File: src/sv/vwav_ram.sv
// Generic single-port RAM with a registered read.
// Width and depth are parameters; no other dependencies.
module vwav_ram #(
  parameter int WIDTH = 8,
  parameter int DEPTH = 16
) (
  input  logic                     clk,
  input  logic [$clog2(DEPTH)-1:0] addr,
  input  logic                     we,
  input  logic [WIDTH-1:0]         wdata,
  output logic [WIDTH-1:0]         rdata
);

  logic [WIDTH-1:0] mem [DEPTH];

  always_ff @(posedge clk) begin
    if (we) begin
      mem[addr] <= wdata;
    end
    rdata <= mem[addr];
  end

endmodule

File: config.mk
export PLATFORM = sky130hd
export DESIGN_NAME = vwav_ram
export DESIGN_NICKNAME = d
export VERILOG_FILES = /design/src/sv/vwav_ram.sv
export SDC_FILE = /design/constraint.sdc
export NUM_CORES = 1
export LEC_CHECK = 0
export BUFFER_PORTS_ARGS = -buffer_cell sky130_fd_sc_hd__buf_2
export CORE_MARGIN = 5
export CORE_UTILIZATION = 30
export DETAILED_ROUTE_END_ITERATION = 16
export PLACE_DENSITY = 0.48
export SYNTH_ARGS = -nofsm -noshare
export SYNTH_HDL_FRONTEND = slang
export SYNTH_SLANG_ARGS = --single-unit
export TNS_END_PERCENT = 10
File: constraint.sdc
create_clock -name clk -period 3.1 [get_ports clk]
set_input_delay 0.155 -clock clk [delete_from_list [all_inputs] [get_ports clk]]
set_output_delay 0.155 -clock clk [all_outputs]
set_load 0.01 [all_outputs]
==> results_dict.tcl <==
set metrics [dict create \
    outcome "finished, final reports clean" \
    cts_sinks 136 \
    path_clk_slew_ns 0.06 \
    path_class "input port to register" \
    cts_buffers 17 \
    start_util_pct 30.6 \
    first_pass_iters 4 \
    drive_above_1_share_pct 33.6 \
    cp_cell_sequence "buf_2, nand2b_1, nor2_1" \
    p_leak_nw 1.99 \
    avgSynthCellArea_sq_um 22.0 \
    r2r_start "mem[3][1]" \
    critPathRequiredTime_ns 3.12 \
    r2r_cells 3 \
    yosys_register_bits 136 \
    grt_pass1_wl_um 15900 \
    nets 284 \
    layout_worst_path_cycle_share_pct 55.8 \
    crit_cells 3 \
    hold_violations 0 \
    finClkSkew_ns 0.00836 \
    hold_buffers 0 \
    worstMarginPinSlew_ns 0.947 \
    grt_max_degree 28 \
    cts_setup_buffers 0 \
    place_area_sq_mm 0.00548 \
    overflow 0 \
    pwr-share-seq_pct 47.5 \
    slew_violations 0 \
    track_usage_pct 11.2 \
    clock_latency_ns 0.41 \
    relSlewSlack_pct 36.6 \
    cts_tree "done" \
    seq_area_frac_synth_pct 79.0 \
    setup_tns_ns 0 \
    switching_share_pct 19.1 \
    multi_input_area_sq_mm 0.00100 \
    mostFrequentLayoutCell "edfxtp_1" \
    crit_fanout 27 \
    critPathSlowestCell "nor2_1" \
    fin_crit_ns 1.73 \
    switchingPower_mw 0.833 \
    root_buffer "clkbuf_16" \
    seq_area_sq_mm 0.00400 \
    arrival_ns 1.75 \
    drtIter0Drc 180 \
    cp_top_family "simple AND/OR/NAND/NOR gates" \
    rsz0062_at_grt "no" \
    ys_warn_count 0 \
    rrSetupSlack_ns 1.68 \
    cp-startpoint "addr[1]" \
    hold_class "input port to register" \
    cpPeakStageDelay_ns 0.78 \
    setup_viol_count_final 0 \
    ios 22 \
    power_density_mw_per_mm2 712 \
    synthesis.nets 244 \
    placementRows 47 \
    coreArea_sq_mm 0.0166 \
    stdcell_area_sq_mm 0.00611 \
    dp_hpwl_um 6670 \
    crit-reg2reg-capture "rdata[1]" \
    num_antenna_cells 0 \
    num-fill-cells 1547 \
    syn_area_sq_mm 0.00507 \
    routedWlPerCell_um 20.2 \
    routabilityCongestion 0.763 \
    ant_nets 0 \
    ys_types 18 \
    ir_drop_v 0.000372 \
    p_clk_share_pct 48.1 \
    crit_path_end_kind "register" \
    setup.worst_path.end "mem[14][2]" \
    max-cap-violations 0 \
    fmax_mhz 578 \
    portBuffers 21 \
    syn-instance-count 230 \
    post_cts_resized 0 \
    vias_per_cell 4.64 \
    final_cell_mix "edfxtp_1, mux4_2, buf_2" \
    power_frac_comb_pct 4.4 \
    clockBufferDepth 2 \
    die_y_um 140 \
    cts_max_level 4 \
    p_int_mw 3.52 \
    crit_buf_inv 1 \
    drc_errors 0 \
    grt_pass1_vias 2600 \
    syn2layout_area_growth_pct 20.6 \
    die_area_sq_mm 0.0196 \
    die-width_um 140 \
    antenna_found_initial 0 \
    startpoint_type "input port" \
    vias 2336 \
    wl_um 10100 \
]
worst min-delay path by stage:
| stage | to | slack (ns) | from | cells after the start |
|---|---|---|---|---|
| after global placement | rdata[5] | 0.56 | rdata[5] | 1 |
| after global routing | mem[7][5] | 0.14 | wdata[5] | 1 |
| after CTS | mem[15][4] | 0.14 | wdata[4] | 1 |
| after floorplan | mem[0][0] | 0.25 | wdata[0] | 0 |
| after detailed placement | rdata[5] | 0.55 | rdata[5] | 1 |
| final | mem[15][4] | 0.15 | wdata[4] | 1 |
Yosys cell counts:
master | count | area (sq um)
buf_6 | 2 | 22.5
mux4_2 | 32 | 721
dfxtp_1 | 8 | 160
a22oi_1 | 16 | 120
nand3b_1 | 2 | 15.0
nor2b_1 | 2 | 12.5
nand2b_1 | 2 | 12.5
nand2_1 | 9 | 33.8
edfxtp_1 | 128 | 3840
buf_1 | 4 | 15.0
nor2_1 | 13 | 48.8
clkbuf_2 | 1 | 5.00
or3b_2 | 1 | 8.76
clkbuf_1 | 2 | 7.51
and2_1 | 1 | 6.26
nand3_1 | 1 | 5.00
nor3_1 | 4 | 20.0
buf_2 | 2 | 10.0
worst register-to-register path: cells and delay by family, from the launching register on:
family / cells / cell delay [ns]
AO/OA/AOI/OAI: 1 / 0.35
flip-flops: 1 / 0.37
multiplexers: 1 / 0.48
AND/OR/NAND/NOR: 1 / 0.10
power by group through the flow:
stage | logic (mW) | registers [mW] | clock network [mW]
2_1_floorplan | 0.106 | 2.11 | 0
3_3_place_gp | 0.198 | 2.11 | 0
3_5_place_dp | 0.199 | 2.11 | 0
4_1_cts | 0.199 | 2.07 | 2.13
5_1_grt | 0.212 | 2.07 | 2.22
6_report | 0.192 | 2.07 | 2.09
logic make-up after synthesis:
| family | count (synthesis) | share of synthesized area (%) |
|---|---|---|
| AO/OA/AOI/OAI | 16 | 2.37 |
| buffers and inverters | 11 | 1.19 |
| AND/OR/NAND/NOR | 35 | 3.21 |
| flip-flops | 136 | 79.0 |
| multiplexers | 32 | 14.2 |
layout make-up:
type / count / area share (%)
clock buffers: 20 / 7.47
well taps: 220 / 4.50
multi-input cells: 83 / 16.4
clock inverters: 12 / 2.82
repair buffers: 32 / 3.28
flip-flops and latches: 136 / 65.5
sequential cells by signal (all words and copies together), names as in the netlist:
| name | count |
|---|---|
| mem | 128 |
| rdata | 8 |
layer usage:
metal | wire, um | vias to the layer above | global-route usage, % | part of all wire (%)
li1 | - | 1044 | - | -
met1 | 4710 | 1227 | 15.1 | 46
met2 | 4850 | 52 | 17.5 | 48
met3 | 457 | 13 | 2.97 | 4.5
met4 | 121 | 0 | 3.98 | 1.2
met5 | 0 | - | 0 | 0
through the flow:
stage	hold WS [ns]	setup WS, ns	std cells	utilization (%)	total power, mW
2_1_floorplan	0.254	1.45	230	-	2.21
3_3_place_gp	0.555	0.888	471	33.1	2.30
6_report	0.145	1.37	503	36.9	4.35
3_5_place_dp	0.555	0.900	471	33.1	2.30
5_1_grt	0.144	1.26	503	36.9	4.51
4_1_cts	0.135	1.33	503	36.9	4.40
No activity file was read; power rests on OpenSTA's default activity.
