[src/sv/vwav_pkg.sv]
// Package for the voxel window axis variance unit.
// Holds sizes, widths, the saturation limit and the shared record types.
// Depends on nothing; used by every other file of the block except the generic RAM.
package vwav_pkg;

  localparam int VOXEL_COUNT = 4096;
  localparam int WINDOW_MAX  = 16;
  localparam int VOX_W       = $clog2(VOXEL_COUNT);
  localparam int SLOT_W      = $clog2(WINDOW_MAX);
  localparam int CNT_W       = $clog2(WINDOW_MAX + 1);
  localparam int HADDR_W     = VOX_W + SLOT_W;
  localparam int HIST_DEPTH  = VOXEL_COUNT * WINDOW_MAX;

  localparam int IDX_W  = 12;
  localparam int AXIS_W = 16;
  localparam int VAR_W  = 30;
  localparam int WL_W   = 5;
  localparam int SUM_W  = AXIS_W + 2;
  localparam int PSUM_W = SUM_W + SLOT_W + 1;
  localparam int SQ_W   = 2 * SUM_W - 1;
  localparam int QSUM_W = SQ_W + SLOT_W + 1;
  localparam int NUM_W  = QSUM_W + CNT_W + 1;
  localparam int DEN_W  = 2 * CNT_W;
  localparam int REM_W  = DEN_W + 1;
  localparam int DIV_STEPS = NUM_W / 2;
  localparam int DSTEP_W   = $clog2(DIV_STEPS + 1);

  localparam logic [WL_W-1:0] WL_RESET = WL_W'(10);
  localparam logic [WL_W-1:0] WL_MIN   = WL_W'(2);
  localparam logic [CNT_W-1:0] WIN_MAX_C = CNT_W'(WINDOW_MAX);
  localparam logic [NUM_W-1:0] VAR_SAT = NUM_W'(805306368);

  typedef struct packed {
    logic [CNT_W-1:0]  cnt;
    logic [SLOT_W-1:0] oldest;
  } meta_t;

  typedef struct packed {
    logic signed [AXIS_W-1:0] x;
    logic signed [AXIS_W-1:0] y;
    logic signed [AXIS_W-1:0] z;
  } vec_t;

endpackage

[src/sv/vwav_div.sv]
// Iterative restoring divider, two quotient bits per cycle.
// Divides the rounded variance numerator by the squared sample count.
// Depends on vwav_pkg.
module vwav_div (
  input  logic                       clk,
  input  logic                       rst_n,
  input  logic                       start,
  input  logic [vwav_pkg::NUM_W-1:0] num,
  input  logic [vwav_pkg::DEN_W-1:0] den,
  output logic                       done,
  output logic [vwav_pkg::NUM_W-1:0] quo
);

  typedef struct packed {
    logic [vwav_pkg::REM_W-1:0] rem;
    logic [vwav_pkg::NUM_W-1:0] q;
  } dstate_t;

  function automatic dstate_t div_step(input dstate_t s, input logic [vwav_pkg::DEN_W-1:0] d);
    logic [vwav_pkg::REM_W:0] t;
    dstate_t r;
    t = {s.rem, s.q[vwav_pkg::NUM_W-1]};
    r.q = {s.q[vwav_pkg::NUM_W-2:0], 1'b0};
    if (t >= {2'b00, d}) begin
      t = t - {2'b00, d};
      r.q[0] = 1'b1;
    end
    r.rem = t[vwav_pkg::REM_W-1:0];
    return r;
  endfunction

  dstate_t                     st_r, st_nxt;
  logic [vwav_pkg::DEN_W-1:0]  den_r;
  logic [vwav_pkg::DSTEP_W-1:0] step_r;
  logic                        busy_r, done_r;

  always_comb begin
    st_nxt = div_step(div_step(st_r, den_r), den_r);
  end

  always_ff @(posedge clk) begin
    if (!rst_n) begin
      busy_r <= 1'b0;
      done_r <= 1'b0;
      step_r <= '0;
    end else begin
      done_r <= 1'b0;
      if (start) begin
        busy_r <= 1'b1;
        step_r <= vwav_pkg::DSTEP_W'(vwav_pkg::DIV_STEPS);
      end else if (busy_r) begin
        step_r <= step_r - 1'b1;
        if (step_r == vwav_pkg::DSTEP_W'(1)) begin
          busy_r <= 1'b0;
          done_r <= 1'b1;
        end
      end
    end
  end

  always_ff @(posedge clk) begin
    if (start) begin
      st_r.rem <= '0;
      st_r.q   <= num;
      den_r    <= den;
    end else if (busy_r) begin
      st_r <= st_nxt;
    end
  end

  assign done = done_r;
  assign quo  = st_r.q;

endmodule

[config.mk]
export PLATFORM = sky130hd
export DESIGN_NAME = vwav_div
export DESIGN_NICKNAME = d
export VERILOG_FILES = /design/src/sv/vwav_pkg.sv /design/src/sv/vwav_div.sv
export SDC_FILE = /design/constraint.sdc
export NUM_CORES = 1
export LEC_CHECK = 0
export BUFFER_PORTS_ARGS = -buffer_cell sky130_fd_sc_hd__buf_2
export CAP_MARGIN = 20
export CORE_ASPECT_RATIO = 0.8
export CORE_MARGIN = 3
export CORE_UTILIZATION = 55
export CTS_CLUSTER_SIZE = 14
export DETAILED_ROUTE_END_ITERATION = 12
export PLACE_DENSITY = 0.79
export REMOVE_ABC_BUFFERS = 1
export SLEW_MARGIN = 20
export SYNTH_ARGS = -nofsm -noshare
export SYNTH_HDL_FRONTEND = slang
export SYNTH_SLANG_ARGS = --single-unit
[constraint.sdc]
create_clock -name clk -period 4.9 [get_ports clk]
set_clock_uncertainty 0.2 [all_clocks]
set_input_delay 0.98 -clock clk [delete_from_list [all_inputs] [get_ports clk]]
set_output_delay 0.98 -clock clk [all_outputs]
set_load 0.01 [all_outputs]
==> summary.txt, run 1 <==
Timing
  • Final period util: 91.1%
  • Worst-Margin Slew: 0.979 ns
  • Final Hold Viols: 0
  • Crit path time final: 4.46 ns
  • RSZ-0062 raised after global routing: no
  • Final setup margin: 0.437 ns
  • Final max-slew violation count: 0
  • Post-route setup TNS: 0 ns
  • Fmax: 0.224 GHz
  • Max-slew headroom: 34.7%
  • Endpoints failing setup: 0

Critical path
  • Critical path, cell by cell: ha_1, fa_1, nor2b_4, o31ai_2, a21oi_1, o22a_2, mux2i_1, ha_1, nor2b_1, o21ai_0, a21oi_1, o31ai_1, nand4bb_1, or2_4, mux2_2
  • Worst R2R Path Depth: 15
  • Crit. Startpoint: den_r[0]$_DFFE_PP_
  • Critical R2R Capture: quo[0]$_DFFE_PP_
  • Crit path DAT: 4.36 ns
  • Setup CP Type: reg -> reg
  • Startpoint types: register
  • Critical path's slowest cell: fa_1
  • R2r setup slk: 0.44 ns
  • Worst path max stage delay: 0.44 ns
  • Reg2reg start: den_r[0]$_DFFE_PP_
  • Peak fanout along the critical path: 11
  • CP Capture Type: register
  • Critical path data required time: 4.79 ns

Clocking
  • Clock sink total: 74
  • Hold-fix buffers, CTS: 0
  • CTS max path bufs: 2
  • CTS tree: built
  • Root Buffer: clkbuf_8
  • Inserted Clock Buffers: 9
  • Clock Latency Late Sink: 0.34 ns
  • # Post-CTS Setup Buffers: 0
  • Worst-path clk slew: 0.08 ns
  • # resized after CTS: 0
  • Number of H-tree levels: 3

Route
  • Starting DRC count in detailed routing: 225
  • Remaining DRCs: 0
  • Wirelength per Cell: 16.9 microns
  • Vias: 3209
  • DR pass1 iterations: 5
  • Number of nets with antenna violations after routing: 0
  • Post-Route WL: 9.59 mm
  • Routed vias/inst: 5.66

Die
  • Die width: 109 microns
  • Core Rows: 29
  • Io pins: 106
  • Core Region: 8060 sq um
  • Die Y: 88.1 microns
  • Die area: 9570 sq um
  • Effective utilization at floorplan: 57.5%

Hold path
  • Hold EP: st_r[47]$_SDFFE_PP0P_
  • HP Class: reg -> reg
  • Min-delay src: st_r[47]$_SDFFE_PP0P_
  • Hold Crit Depth: 2

Placement
  • Post-place setup slack: 0.429 ns
  • Dpl hpwl: 7.05 mm
  • GPL Wtd Cong: 0.926
  • Number of port buffers: 105

Synth
  • Post-synth top area cell: edfxtp_1
  • Primary FF master, synth: edfxtp_1
  • Number of synthesized register bits: 74
  • EDFF count, synth: 56
  • Cells taking the most area after synthesis: edfxtp_1 36%, mux2_2 13%, buf_4 8.1%
  • Cell Area, Synth: 4630 sq um
  • Synth top area share: 36.3%
  • Synth warn: 0
  • Async SR Flop Fraction: 0%
  • Netlist cell types: 57
  • Syn Inst Count: 399
  • Register area share after synthesis: 44.1%
  • Syn_area_per_cell: 11.6 sq um

Run
  • Max Cap Viol: 0

Power and ir drop
  • Cell area power density: 521 nW/um^2
  • Worst IR drop on VDD: 264 uV
  • Static leakage: 2.16 nW

Cells and area
  • Area grow syn2layout: 9.24%
  • Share of layout cells above drive strength 1: 41.0%
  • Antenna Diode Count: 0
  • Nets@finish: 538

Global routing
  • Number of global-route vias before repair: 3186
  • First-pass GRT wire length: 15.9 mm
  • Largest net degree at the start of global routing: 76
  • Initial antenna violation count: 0
  • All-Layer GR Usage: 21.2%
  • Congestion Overflow GR: 0

Run status
  • Status: completed
==> final cells by class <==
| class | count | area (sq um) |
|---|---|---|
| flip-flops and latches | 74 | 2040 |
| clock buffers | 9 | 124 |
| inverters | 20 | 75.1 |
| well taps | 108 | 135 |
| clock inverters | 6 | 81.3 |
| fillers | 647 | 3000 |
| repair buffers | 108 | 548 |
| multi-input cells | 242 | 2050 |
==> registers in the layout, summed over array words and instances, names as in the netlist <==
signal	cells
quo	46
st_r	11
den_r	10
step_r	5
busy_r	1
done	1
==> worst max-delay path, delay by kind of cell, from the launching register on <==
kind | cells | cell delay (ns)
adder cells (fa/ha/maj) | 3 | 1.01
AND/OR/NAND/NOR | 4 | 0.85
AO/OA/AOI/OAI | 6 | 1.15
flip-flops | 1 | 0.41
multiplexers | 2 | 0.59
==> Yosys cell counts (2+ instances only) <==
cell      count
nand2b_1      2
xor2_1        8
fa_1          2
nor2b_1       4
mux2i_1       4
nand3_1       8
edfxtp_1     56
buf_1         2
nor4_1       11
nor2_1       21
a21o_1        6
a311oi_1      8
nor3_1        6
inv_1        20
a31oi_1       3
nor3b_1       3
xnor2_1       8
nand2_1      11
nand3b_1      3
o21bai_1      7
o21ai_0       8
clkbuf_1      5
a21oi_1       7
mux2_2       53
buf_6         4
o211ai_1      2
o21a_1        8
ha_1         22
or3_1         2
buf_4        50
dfxtp_1      18
a211oi_2      2
==> cells by family after synthesis <==
kind of cell | synth area share (%)
AND/OR/NAND/NOR | 9.43
buffers and inverters | 11.6
adder cells (fa/ha/maj) | 6.81
multiplexers | 14.1
XOR/XNOR | 3.03
flip-flops | 44.1
AO/OA/AOI/OAI | 11.0
==> power by group <==
part / switching, mW / internal (mW)
combinational: 0.718 / 0.568
sequential: 0.0674 / 0.781
clock: 0.222 / 0.282
==> how the worst max path moves through the flow <==
stage          cells after the start  slack (ns)                     to
5_1_grt                           19        0.07  st_r[48]$_SDFFE_PP0P_
6_report                          15        0.44       quo[0]$_DFFE_PP_
2_1_floorplan                     16        0.37       quo[0]$_DFFE_PP_
4_1_cts                           18        0.40  st_r[48]$_SDFFE_PP0P_
3_5_place_dp                      15        0.43       quo[0]$_DFFE_PP_
3_3_place_gp                      15        0.57       quo[0]$_DFFE_PP_
==> stage by stage <==
stage / utilization, % / instance area (sq um) / hold WS [ns] / instances / power, mW
floorplan: - / 4170 / 0.277 / 336 / 1.78
CTS: 62.8 / 5060 / 0.323 / 567 / 2.62
detailed placement: 60.3 / 4850 / 0.311 / 552 / 2.11
global placement: 60.3 / 4850 / 0.328 / 552 / 2.10
finish: 62.8 / 5060 / 0.333 / 567 / 2.64
global route: 62.8 / 5060 / 0.360 / 567 / 2.82
==> per-layer routing <==
| layer | up-vias | wire [microns] | global-route usage, % |
|---|---|---|---|
| met2 | 148 | 4250 | 31.5 |
| li1 | 1538 | - | - |
| met4 | 0 | 85 | 5.50 |
| met3 | 9 | 868 | 7.22 |
| met5 | - | 0 | 0 |
| met1 | 1514 | 4390 | 29.9 |
==> layout by cell type (no fill, tap or decap), types with 9 or more instances in the layout <==
cell type	synthesis	layout
mux2_2	53	53
ha_1	22	22
clkbuf_8	0	9
buf_2	0	105
dfxtp_1	18	18
nor4_1	11	11
inv_1	20	19
nand2_1	11	11
nor2_1	21	21
edfxtp_1	56	56
No activity file was read; power rests on OpenSTA's default activity.
==> inputs of run 2 (changes only) <==
--- a/config.mk
+++ b/config.mk
@@ -5,7 +5,7 @@
 export SDC_FILE = /design/constraint.sdc
 export NUM_CORES = 1
 export LEC_CHECK = 0
-export BUFFER_PORTS_ARGS = -buffer_cell sky130_fd_sc_hd__buf_2
+export BUFFER_PORTS_ARGS = -buffer_cell sky130_fd_sc_hd__buf_4
 export CAP_MARGIN = 20
 export CORE_ASPECT_RATIO = 0.8
 export CORE_MARGIN = 3
==> summary.txt, run 2 (synthesized netlist as in run 1, its figures left out) <==
Die
  • Die area: 9570 sq um
  • Die width: 109 microns
  • Core Rows: 29
  • Core Region: 8060 sq um
  • Die Y: 88.1 microns
  • Effective utilization at floorplan: 57.5%
  • Io pins: 106

Power and ir drop
  • Worst IR drop on VDD: 269 uV
  • Cell area power density: 495 nW/um^2
  • Static leakage: 2.24 nW

Clocking
  • Number of H-tree levels: 3
  • Hold-fix buffers, CTS: 0
  • Inserted Clock Buffers: 9
  • Clock sink total: 74
  • # resized after CTS: 0
  • CTS tree: built
  • CTS max path bufs: 2
  • # Post-CTS Setup Buffers: 0
  • Root Buffer: clkbuf_8
  • Worst-path clk slew: 0.08 ns
  • Clock Latency Late Sink: 0.35 ns

Cells and area
  • Most common cell after layout, fill and taps aside: buf_4
  • Antenna Diode Count: 0
  • Area grow syn2layout: 14.9%
  • Nets@finish: 539
  • Most frequent cells in the layout: 109 x buf_4, 56 x edfxtp_1, 53 x mux2_2
  • Final Util: 66.0%
  • Share of layout cells above drive strength 1: 41.2%
  • Max reg flops: 46

Critical path
  • Worst R2R Path Depth: 15
  • R2r setup slk: 0.34 ns
  • Setup CP Type: reg -> reg
  • Buf/Inv on CP: 0
  • Startpoint types: register
  • CP top delay family: compound AO/OA/AOI/OAI gates
  • Crit. Startpoint: den_r[0]$_DFFE_PP_
  • Worst path max stage delay: 0.46 ns
  • Critical path, cell by cell: ha_1, fa_1, nor2b_4, o31ai_2, a21oi_1, o22a_4, mux2i_1, ha_1, nor2b_1, o21ai_0, a21oi_1, o31ai_1, nand4bb_1, or2_4, mux2_2
  • Crit path DAT: 4.47 ns
  • Crit path depth: 15
  • Reg2reg start: den_r[0]$_DFFE_PP_
  • Critical path's slowest cell: fa_1
  • Critical path data required time: 4.81 ns
  • CP Capture Type: register
  • Peak fanout along the critical path: 11

Global routing
  • Largest net degree at the start of global routing: 76
  • Congestion Overflow GR: 0
  • First-pass GRT wire length: 16.1 mm
  • Initial antenna violation count: 0
  • Number of global-route vias before repair: 3352
  • All-Layer GR Usage: 21.9%

Timing
  • Final Hold Viols: 0
  • Endpoints failing setup: 0
  • Final setup margin: 0.343 ns
  • Post-route setup TNS: 0 ns
  • Crit path time final: 4.56 ns
  • Final max-slew violation count: 0
  • WHS: 0.322 ns
  • Worst-Margin Slew: 0.899 ns
  • Max-slew headroom: 40.1%
  • RSZ-0062 raised after global routing: no
  • Fmax: 0.219 GHz
  • Final period util: 93.0%

Placement
  • Number of port buffers: 105
  • Dpl hpwl: 7.23 mm
  • Post-place setup slack: 0.131 ns
  • GPL Wtd Cong: 0.905

Route
  • Vias: 3228
  • DR pass1 iterations: 4
  • Number of nets with antenna violations after routing: 0
  • Remaining DRCs: 0
  • Routed vias/inst: 5.67
  • Starting DRC count in detailed routing: 220
  • Post-Route WL: 9.86 mm
  • Wirelength per Cell: 17.3 microns

Run status
  • Status: completed

Hold path
  • Min-delay src: st_r[47]$_SDFFE_PP0P_
  • HP Class: reg -> reg
  • Hold Crit Depth: 2

Run
  • Max Cap Viol: 0
-- run 2: changes by cell type in the layout (fill, tap and decap cells not counted), moves of 2 or more --
cell      delta
clkinv_1     -2
buf_2      -105
clkbuf_1     +2
buf_4      +106
-- run 2: per-layer routing --
layer  part of all wire [%]  global-route usage, %  vias up
met5                      0                      0        -
met4                    2.1                   8.37        0
met3                    8.7                   8.40       20
met2                     47                   35.4      118
met1                     42                   26.9     1544
li1                       -                      -     1546
-- run 2: worst paths after layout --
check	endpoint
setup / recovery	quo[0]$_DFFE_PP_
hold / removal	st_r[47]$_SDFFE_PP0P_
setup reg to reg	quo[0]$_DFFE_PP_
hold reg to reg	st_r[47]$_SDFFE_PP0P_
-- run 2: where the power goes --
group	leakage [nW]	switching, mW	internal, mW
Sequential	0.710	0.0620	0.781
Clock	0.0933	0.233	0.235
Combinational	1.44	0.721	0.602
Total	2.24	1.02	1.62
-- run 2: cell type report --
| cell class | count | area (sq um) |
|---|---|---|
| Clock inverter | 5 | 56.3 |
| Inverter | 20 | 75.1 |
| Fill cell | 634 | 2740 |
| Tap cell | 108 | 135 |
| Sequential cell | 74 | 2040 |
| Clock buffer | 11 | 131 |
| Timing Repair Buffer | 109 | 818 |
| Multi-Input combinational cell | 242 | 2060 |
-- run 2: through the flow --
stage          power (mW)  std cells  cell area (sq um)
2_1_floorplan        1.78        336               4170
3_3_place_gp         2.11        553               5120
3_5_place_dp         2.14        553               5120
4_1_cts              2.62        569               5310
5_1_grt              2.82        569               5320
6_report             2.63        569               5320
-- run 2: tightest hold or removal path, stage by stage (launching register included) --
cell	delay (ns)
dfxtp_1	0.33
nand2_1	0.07
o211ai_1	0.08
==> inputs of run 3 (changes only) <==
--- a/config.mk
+++ b/config.mk
@@ -7,11 +7,14 @@
 export LEC_CHECK = 0
 export BUFFER_PORTS_ARGS = -buffer_cell sky130_fd_sc_hd__buf_4
 export CAP_MARGIN = 20
+export CELL_PAD_IN_SITES_DETAIL_PLACEMENT = 1
+export CELL_PAD_IN_SITES_GLOBAL_PLACEMENT = 1
 export CORE_ASPECT_RATIO = 0.8
 export CORE_MARGIN = 3
-export CORE_UTILIZATION = 55
+export CORE_UTILIZATION = 43
 export CTS_CLUSTER_SIZE = 14
 export DETAILED_ROUTE_END_ITERATION = 12
+export MAX_ROUTING_LAYER = met4
 export PLACE_DENSITY = 0.79
 export REMOVE_ABC_BUFFERS = 1
 export SLEW_MARGIN = 20
==> summary.txt, run 3 (synthesized netlist as in run 1, its figures left out) <==
Global routing
  • Largest net degree at the start of global routing: 76
  • All-Layer GR Usage: 20.7%
  • Congestion Overflow GR: 0
  • First-pass GRT wire length: 18.8 mm
  • Initial antenna violation count: 0
  • Number of global-route vias before repair: 3490

Cells and area
  • Max reg flops: 46
  • Final Util: 52.9%
  • Most frequent cells in the layout: 110 x buf_4, 56 x edfxtp_1, 53 x mux2_2
  • Share of layout cells above drive strength 1: 41.3%
  • Final std cells w/o fill: 603
  • Nets@finish: 541
  • Area grow syn2layout: 18.4%
  • Antenna Diode Count: 0
  • Most common cell after layout, fill and taps aside: buf_4
  • Fillers: 1095

Critical path
  • Startpoint types: register
  • Crit path DAT: 4.51 ns
  • Critical path data required time: 4.78 ns
  • CP Capture Type: register
  • Setup CP Type: reg -> reg
  • Worst R2R Path Depth: 15
  • Peak fanout along the critical path: 11

Timing
  • Fmax: 0.216 GHz
  • Final setup margin: 0.278 ns
  • Final Hold Viols: 0
  • Post-route setup TNS: 0 ns
  • RSZ-0062 raised after global routing: no
  • Final max-slew violation count: 0
  • Endpoints failing setup: 0
  • Final period util: 94.3%
  • Worst-Margin Slew: 0.889 ns
  • Crit path time final: 4.62 ns
  • Max-slew headroom: 40.7%

Power and ir drop
  • P_int: 1.77 mW
  • Clock Power Share: 22.2%
  • Cell area power density: 519 nW/um^2
  • Final Power: 2.85 mW
  • Sw frac: 38.0%
  • Comb pwr share: 47.7%
  • Static leakage: 2.30 nW
  • Psw: 1.08 mW
  • Worst IR drop on VDD: 308 uV
  • Seq pwr share: 30.1%

Route
  • Routed vias/inst: 5.43
  • Wirelength per Cell: 19.6 microns
  • Starting DRC count in detailed routing: 157
  • Remaining DRCs: 0
  • DR pass1 iterations: 4
  • Vias: 3273
  • Number of nets with antenna violations after routing: 0
  • Post-Route WL: 11.8 mm

Clocking
  • Inserted Clock Buffers: 9
  • Clock sink total: 74
  • Root Buffer: clkbuf_16
  • Clock Latency Late Sink: 0.33 ns
  • # Post-CTS Setup Buffers: 0
  • CTS max path bufs: 2
  • Worst-path clk slew: 0.06 ns
  • Number of H-tree levels: 3
  • CTS tree: built

Die
  • Die Y: 98.8 microns
  • Die area: 12100 sq um
  • Effective utilization at floorplan: 44.7%
  • Die width: 122 microns
  • Core Region: 10400 sq um
  • Core Rows: 33
  • Io pins: 106

Run status
  • Status: completed

Placement
  • Placed cell count: 586
  • Post-place setup slack: 0.292 ns
  • Dpl hpwl: 8.83 mm
  • Number of port buffers: 105
  • GPL Wtd Cong: 0.878

Hold path
  • Hold Crit Depth: 2
  • HP Class: reg -> reg

Run
  • Max Cap Viol: 0
-- run 3: final timing paths --
kind                               from                    end  slack, ns
setup / recovery     den_r[0]$_DFFE_PP_       quo[0]$_DFFE_PP_       0.28
hold / removal    st_r[56]$_SDFFE_PP0P_  st_r[56]$_SDFFE_PP0P_       0.34
setup reg to reg     den_r[0]$_DFFE_PP_       quo[0]$_DFFE_PP_       0.28
hold reg to reg   st_r[56]$_SDFFE_PP0P_  st_r[56]$_SDFFE_PP0P_       0.34
-- run 3: routing by layer --
layer  vias to the layer above  global-route usage, %  part of all wire [%]
li1                       1551                      -                     -
met5                         -                      -                     0
met2                       105                   30.8                    45
met3                        12                   7.23                   8.4
met4                         0                   4.13                   1.0
met1                      1605                   27.7                    46
-- run 3: per-stage QoR --
stage | hold WS, ns | instance area, sq um
finish | 0.341 | 5480
global route | 0.387 | 5480
CTS | 0.349 | 5460
detailed placement | 0.344 | 5170
global placement | 0.334 | 5170
floorplan | 0.277 | 4170
-- run 3: repair_timing --
item | in CTS | in global routing
gates resized for setup | 0 | 1
hold buffers | 0 | 0
setup endpoints to repair | 0 | 10
-- run 3: area by class of cell --
type / count / area [sq um] / share of cell area [%]
clock buffer: 12 / 258 / 4.70
multi-input combinational: 242 / 2050 / 37.5
clock inverter: 4 / 26.3 / 0.479
tap: 140 / 175 / 3.19
sequential: 74 / 2040 / 37.2
timing repair buffer: 111 / 853 / 15.6
inverter: 20 / 75.1 / 1.37
-- run 3: critical path, stage by stage (launching register included) --
cell       delay, ns
edfxtp_1        0.41
ha_1            0.23
fa_1            0.45
nor2b_4         0.17
o31ai_2         0.08
a21oi_1         0.14
o22a_2          0.28
mux2i_1         0.38
ha_1            0.36
nor2b_1         0.15
o21ai_0         0.20
a21oi_1         0.15
o31ai_1         0.36
nand4bb_1       0.20
or2_4           0.33
mux2_2          0.27
-- run 3: power groups by stage --
stage / clock network [mW] / registers [mW] / logic (mW)
final: 0.632 / 0.856 / 1.36
after global placement: 0 / 0.862 / 1.29
after CTS: 0.640 / 0.856 / 1.34
after global routing: 0.668 / 0.868 / 1.48
after floorplan: 0 / 0.867 / 0.913
after detailed placement: 0 / 0.866 / 1.33
